[src/rtl/charge_row_table_match_macros.svh]
// ----------------------------------------------------------------------------
// Assertion macros for the charge row table
// Concurrent checks that vanish in synthesis builds.
// ----------------------------------------------------------------------------
`ifndef CHARGE_ROW_TABLE_MATCH_MACROS_SVH
`define CHARGE_ROW_TABLE_MATCH_MACROS_SVH

`ifndef SYNTHESIS
// Implication checked on every clock edge outside reset.
`define CRT_ASSERT(lbl, clk, rst_n, prop) \
    lbl: assert property (@(posedge clk) disable iff (!rst_n) prop) \
        else $error("charge row table check failed");
// Plain condition that must hold on every clock edge outside reset.
`define CRT_ALWAYS(lbl, clk, rst_n, cond) \
    lbl: assert property (@(posedge clk) disable iff (!rst_n) (cond)) \
        else $error("charge row table invariant failed");
`else
`define CRT_ASSERT(lbl, clk, rst_n, prop)
`define CRT_ALWAYS(lbl, clk, rst_n, cond)
`endif

`endif

[src/rtl/crt_ram.sv]
// ----------------------------------------------------------------------------
// Generic simple dual-port RAM
// One write port, one read port, read data registered.
// ----------------------------------------------------------------------------
module crt_ram #(
    parameter int WIDTH = 8,
    parameter int DEPTH = 2
) (
    input  logic                     i_clk,
    input  logic                     i_we,
    input  logic [$clog2(DEPTH)-1:0] i_waddr,
    input  logic [WIDTH-1:0]         i_wdata,
    input  logic                     i_re,
    input  logic [$clog2(DEPTH)-1:0] i_raddr,
    output logic [WIDTH-1:0]         o_rdata
);

    logic [WIDTH-1:0] mem [DEPTH];
    logic [WIDTH-1:0] r_rdata;

    always_ff @(posedge i_clk) begin
        if (i_we) begin
            mem[i_waddr] <= i_wdata;
        end
        if (i_re) begin
            r_rdata <= mem[i_raddr];
        end
    end

    assign o_rdata = r_rdata;

endmodule

[config.mk]
export PLATFORM = sky130hd
export DESIGN_NAME = crt_ram
export DESIGN_NICKNAME = d
export VERILOG_FILES = /design/src/rtl/charge_row_table_match_macros.svh /design/src/rtl/crt_ram.sv
export SDC_FILE = /design/constraint.sdc
export NUM_CORES = 1
export LEC_CHECK = 0
export BUFFER_PORTS_ARGS = -buffer_cell sky130_fd_sc_hd__buf_2
export CORE_MARGIN = 2
export CORE_UTILIZATION = 50
export CTS_BUF_LIST = sky130_fd_sc_hd__clkbuf_16
export DETAILED_ROUTE_END_ITERATION = 8
export MAX_ROUTING_LAYER = met4
export PLACE_DENSITY_LB_ADDON = 0.08
export SLEW_MARGIN = 25
export SYNTH_ARGS = -nofsm -noshare
export SYNTH_HDL_FRONTEND = slang
export SYNTH_SLANG_ARGS = --single-unit
[constraint.sdc]
create_clock -name i_clk -period 1.2 [get_ports i_clk]
set_input_delay 0.18 -clock i_clk [delete_from_list [all_inputs] [get_ports i_clk]]
set_output_delay 0.18 -clock i_clk [all_outputs]
set_load 0.01 [all_outputs]
==> results of run 1 <==
[cell type report]
cell class | instances | area, um2
Clock buffer | 3 | 75.1
Tap cell | 17 | 21.3
Multi-Input combinational cell | 10 | 133
Fill cell | 114 | 583
Sequential cell | 24 | 721
Timing Repair Buffer | 21 | 108
Clock inverter | 1 | 30.0
[layer usage]
metal	vias to the layer above	global-route usage, %	routed length [um]	part of all wire (%)
li1	185	-	-	-
met1	179	12.6	408	38
met2	21	20.8	555	51
met3	5	3.97	87	8.0
met4	0	10.6	34	3.1
met5	-	-	0	0
[cell usage after synthesis (all sizes together)]
library cell / number
buf: 1
nor2b: 1
mux2: 8
edfxtp: 24
and2: 1
[through the flow]
stage	area (um2)	setup slack (ns)
2_1_floorplan	865	0.227
3_3_place_gp	982	0.208
3_5_place_dp	982	0.190
4_1_cts	1090	0.238
5_1_grt	1090	0.226
6_report	1090	0.249
[how the worst max path moves through the flow]
stage | startpoint | end | slack, ns
floorplan | i_we | mem[0][0] | 0.23
global placement | i_raddr | o_rdata[0] | 0.21
detailed placement | i_raddr | o_rdata[6] | 0.19
CTS | o_rdata[0] | o_rdata[0] | 0.24
global route | o_rdata[0] | o_rdata[0] | 0.23
finish | o_rdata[0] | o_rdata[0] | 0.25
[cells by family after synthesis]
kind of cell,Yosys count,share of synthesized area [%]
buffers and inverters,1,1.30
flip-flops,24,83.4
multiplexers,8,13.9
AND/OR/NAND/NOR,2,1.45
[registers in the layout, summed over array words and instances (netlist names)]
register / cells
o_rdata: 8
mem: 16
[power by group through the flow]
stage	logic (mW)	registers, mW	clock network [mW]
after global placement	0.114	1.02	0
after global routing	0.129	1.01	0.976
after CTS	0.121	1.01	0.943
after floorplan	0.0573	1.03	0
final	0.119	1.00	0.930
after detailed placement	0.120	1.02	0
[placed cells by master, fill, tap and decap left out]
cell type	count
buf_2	20
clkbuf_16	3
buf_4	1
nor2b_1	1
mux2_4	8
edfxtp_1	24
bufinv_16	1
and2_1	1
==> metrics.md, run 1 <==
| Metric | Value |
|---|---|
| Post-route DRC | `0` |
| Worst slew margin | `75.0%` |
| Final setup vio count | `0` |
| CTS Buf Count | `3` |
| CP delay by family, top | `flip-flops` |
| Fin. Hold Viols | `0` |
| Crit end category | `output pin` |
| Fmax | `1050 MHz` |
| DRT antenna net count | `0` |
| Post-CTS sizing | `0` |
| Drt pass-1 iters | `2` |
| R2r setup slk | `0.30 ns` |
| Max-Cap Viols | `0` |
| Largest net degree at the start of global routing | `15` |
| CP bufs+invs | `1` |
| # rows | `15` |
| Mapped Cells | `35` |
| I/O pins | `21` |
| Root Driver | `clkbuf_16` |
| Chip Width | `45.6 um` |
| Max Slew Vio Count | `0` |
| Seq pwr share | `48.9%` |
| WL final | `1.09 mm` |
| Overall Power | `2.05 mW` |
| Seq cells post-synth | `24` |
| Antenna violations before repair | `0` |
| Mapped Nets | `48` |
| Full die area | `2080 um2` |
| Worst hold slack | `0.108 ns` |
| Register area share after synthesis | `83.4%` |
| Crit path max fanout | `1` |
| Yosys warnings | `0` |
| Initial Utilization | `51.8%` |
| Final Util | `65.1%` |
| Hold path start | `i_wdata[2]` |
| R2R Path Start | `mem[0][3]` |
| Core region area | `1670 um2` |
| PD cells | `1890 nW/um2` |
| Crit path cell chain | `buf_2` |
| Nets | `73` |
| Initial DRC count | `2` |
| # diodes | `0` |
| Post-Layout Cell Count | `76` |
| Vias per cell | `5.13` |
| Critical Path RT | `1.02 ns` |
| Synth area leader | `edfxtp_1` |
| Worst-path clk slew | `0.06 ns` |
| Synth area leaders | `edfxtp_1 (83%), mux2_4 (14%), buf_6 (1.3%)` |
| Slowest CP cell | `edfxtp_1` |
| VDD IR max | `1500 uV` |
| Die Span Y | `45.6 um` |
| Hold path cells | `1` |
| Netlist cell types | `5` |
| Net Sw Frac | `16.3%` |
| Area Overhead vs Synth | `25.8%` |
| RePlAce Congestion | `0.683` |
| Global-route wire length before repair | `1.66 mm` |
| Clock latency on the worst-skew pair | `0.26 ns` |
| GRT Total Usage | `12.9%` |
| Hold Buf Count CTS | `0` |
| Number of global-route vias before repair | `404` |
| Crit path DAT | `0.77 ns` |
| Clock Power Share | `45.3%` |
| Via count | `390` |
| CP peak stage delay | `0.37 ns` |
| Worst R2R Path Depth | `1` |
| Crit path kind | `flip-flop to output pin` |
| Comb pwr share | `5.8%` |
| Endpoint with the worst hold slack | `mem[0][2]` |
| Critical path launch point type | `flip-flop` |
| Net Switching | `0.335 mW` |
| Slew at the pin with the worst max-slew slack | `0.375 ns` |
| Fin Setup TNS | `0 ns` |
| Class of the worst hold path | `primary input to flip-flop` |
| Port-buffer cells | `20` |
| CTS Sinks | `24` |
| Total grt overflow | `0` |
| Max Buffers Root-to-Sink | `2` |
| Worst r2r dst | `o_rdata[3]` |
| Routed WL per cell | `14.3 um` |
| Netlist Area Pre-Place | `865 um2` |
| WP depth | `1` |
| Final worst path period share | `79.2%` |
| Leak | `0.434 nW` |
| CTS tree | `done` |
| Post-Syn Area per Cell | `24.7 um2` |
| Pint | `1.72 mW` |
| Share of the synthesized area in the top cell type | `83.4%` |
| Postcts setup bufs | `0` |
| Placed cells | `72` |
| Unrepaired setup endpoints after global routing | `false` |
| Status | `complete, no violations` |
| Share of layout cells above drive strength 1 | `55.9%` |
| Minimum clock period | `0.951 ns` |
| Skew final | `0.00339 ns` |
| H-tree depth | `1` |
Power figures use the tool's default switching activity.
==> run 2, diff against run 1 <==
ABC_AREA = 1   (was unset)
CORE_UTILIZATION = 44   (was 50)
clock period = 0.85 ns   (was 1.2 ns; I/O delays follow)
==> metrics.md, run 2 <==
| Metric | Value |
|---|---|
| Status | `complete, but fails checks` |
| Failing checks | `negative setup slack` |
| Postcts setup bufs | `0 (unchanged)` |
| DR WL met2 | `520 um (-6.3%)` |
| Sequential Area | `721 um2 (unchanged)` |
| Yosys warnings | `0 (unchanged)` |
| Antenna violations before repair | `0 (unchanged)` |
| Fmax | `1140 MHz` |
| Root Driver | `clkbuf_16` |
| Slew at the pin with the worst max-slew slack | `0.297 ns (-0.0783 ns)` |
| Nets | `93 (+27%)` |
| Drt pass-1 iters | `4 (+2)` |
| Top FF cell, synth | `edfxtp_1` |
| Post-Syn Area per Cell | `15.6 um2 (-37%)` |
| Final worst path period share | `103%` |
| Register area share after synthesis | `85.7% (+2.4 points)` |
| Initial Utilization | `47.7% (-4.1 points)` |
| # rows | `15 (unchanged)` |
| Commonest non-fill, non-tap cell in the layout | `nand2_1` |
| Mapped Cells | `54 (+54%)` |
| Post-Layout Cell Count | `103 (+36%)` |
| Max FFs per register | `16 (unchanged)` |
| Max-Cap Viols | `0 (unchanged)` |
| Full die area | `2280 um2 (+9.6%)` |
| Met1 WL | `468 um (+15%)` |
| Port-buffer cells | `20 (unchanged)` |
| Max Slew Vio Count | `0 (unchanged)` |
| Layout fillers | `165 (+45%)` |
| Max Buffers Root-to-Sink | `2 (unchanged)` |
| Netlist cell types | `6 (+1)` |
| Mux cell area share after synthesis | `0% (-14 points)` |
| Netlist Area Pre-Place | `841 um2 (-2.7%)` |
| Biggest register | `mem` |
| Core region area | `1760 um2 (+5.6%)` |
| Post-CTS sizing | `0 (unchanged)` |
| Initial DRC count | `11 (+9)` |
| WL final | `1.09 mm (+0.65%)` |
| Class of the worst hold path | `primary input to flip-flop` |
| Die Span Y | `47.7 um (+4.7%)` |
| Total grt overflow | `0 (unchanged)` |
| Worst slew margin | `80.2% (+5.2 points)` |
| CP bufs+invs | `1 (unchanged)` |
| Mapped Nets | `67 (+40%)` |
| Synth area leader | `edfxtp_1` |
| Area Overhead vs Synth | `25.3%` |
| Placed cells | `100 (+39%)` |
| Skew final | `0.00153 ns (-0.00186 ns)` |
| Crit path kind | `flip-flop to output pin` |
| Leak | `0.448 nW (+3.3%)` |
| Area occupied by multi-input gates | `100 um2 (-25%)` |
| Overall Power | `2.52 mW (+23%)` |
| CTS Sinks | `24 (unchanged)` |
| Hold Buf Count CTS | `0 (unchanged)` |
| Crit path max fanout | `1 (unchanged)` |
| Clock latency on the worst-skew pair | `0.25 ns (about the same)` |
| CTS tree | `done` |
| Post-route DRC | `0 (unchanged)` |
| Share of layout cells above drive strength 1 | `34.6% (-21 points)` |
| CTS Buf Count | `3 (unchanged)` |
| Fraction of registers with async set/reset | `0% (unchanged)` |
| Largest net degree at the start of global routing | `13 (-2)` |
| # diodes | `0 (unchanged)` |
| GRT Total Usage | `11.6% (-1.3 points)` |
| Top Layer Used | `met4` |
| Largest family of logic cells by synthesized area | `simple AND/OR/NAND/NOR gates` |
| PD cells | `2390 nW/um2 (+27%)` |
| H-tree depth | `1 (unchanged)` |
| Via count | `451 (+16%)` |
| Unrepaired setup endpoints after global routing | `true` |
| Number of global-route vias before repair | `421 (+4.2%)` |
| Fin. Hold Viols | `0 (unchanged)` |
| CP delay by family, top | `flip-flops` |
| Chip Width | `47.7 um (+4.7%)` |
| RePlAce Congestion | `0.685 (+0.29%)` |
| Critical path launch point type | `flip-flop` |
| CP peak stage delay | `0.36 ns (about the same)` |
| Met3 routed WL | `89 um (+2.3%)` |
| Synth area leaders | `edfxtp_1 (86%), nand2_1 (11%), buf_6 (1.3%)` |
| Most frequent cell after synthesis | `nand2_1` |
| Crit path DAT | `0.75 ns (-0.02 ns)` |
| Crit end category | `output pin` |
| Most frequent cells in the layout | `nand2_1 (25), edfxtp_1 (24), buf_2 (20), clkbuf_16 (3)` |
| VDD IR max | `1430 uV (-5.0%)` |
| Post-synth EDFFs | `24 (unchanged)` |
| Minimum clock period | `0.876 ns` |
| Routed WL per cell | `10.6 um (-26%)` |
| Slowest CP cell | `edfxtp_1` |
| Seq cells post-synth | `24 (unchanged)` |
| Global-route wire length before repair | `1.61 mm (-2.9%)` |
| Worst Setup Slack, final | `-0.0263 ns (-0.276 ns)` |
| Vias per cell | `4.38 (-15%)` |
| Final Util | `59.7% (-5.4 points)` |
| Final setup vio count | `8 (+8)` |
| Synth Area in XOR/XNOR | `0% (unchanged)` |
| Crit path cell chain | `buf_2` |
| Share of the synthesized area in the top cell type | `85.7% (+2.4 points)` |
| Worst-path clk slew | `0.05 ns (about the same)` |
| Commonest cells post-synth | `nand2_1 (25), edfxtp_1 (24), inv_1 (2)` |
| Synth Area in Compound Gates | `0% (unchanged)` |
| I/O pins | `21 (unchanged)` |
| Area share of and/or/nand/nor cells after synthesis | `11.6% (+10 points)` |
| Adder and majority gate portion of the synthesized area | `0% (unchanged)` |
| DRT antenna net count | `0 (unchanged)` |
| Critical Path RT | `0.72 ns (-0.30 ns)` |
==> run 2: final cells by class <==
| class | instances | share of cell area, % |
|---|---|---|
| Inverter | 3 | 1.07 |
| Timing Repair Buffer | 22 | 10.9 |
| Tap cell | 25 | 2.97 |
| Multi-Input combinational cell | 26 | 9.50 |
| Clock buffer | 3 | 7.13 |
| Sequential cell | 24 | 68.4 |
==> run 2: path summary, 6_finish.rpt <==
check	from	endpoint	slack, ns	depth (start not counted)
max	o_rdata[4]	o_rdata[4]	-0.03	1
min	i_wdata[6]	mem[1][6]	0.07	1
max reg2reg	mem[1][5]	o_rdata[5]	0.09	2
min reg2reg	mem[0][0]	o_rdata[0]	0.51	2
==> run 2: power breakdown <==
group / internal [mW] / leakage, nW / switching (mW) / total [mW]
Clock: 0.620 / 0.0370 / 0.339 / 0.959
Sequential: 1.40 / 0.230 / 0.0177 / 1.42
Combinational: 0.0604 / 0.182 / 0.0878 / 0.148
Total: 2.08 / 0.448 / 0.444 / 2.52
==> run 2: cell families after synthesis <==
group                  Yosys count
and+or+nand+nor                 26
DFF                             24
buffers and inverters            4
==> run 2: metrics by stage <==
stage	hold WS, ns	instance area, um2	TNS [ns]	setup WS, ns
finish	0.0658	1050	-0.145	-0.0263
global route	0.0622	1050	-0.459	-0.0688
CTS	0.0584	1050	-0.216	-0.0429
detailed placement	0.319	978	0	0.0208
global placement	0.320	978	0	0.0350
floorplan	0.226	843	0	0.115
==> run 2: layer usage <==
| layer | track usage [%] | vias up |
|---|---|---|
| met1 | 12.4 | 195 |
| met5 | - | - |
| met4 | 9.73 | 0 |
| li1 | - | 233 |
| met2 | 17.6 | 21 |
| met3 | 3.40 | 2 |
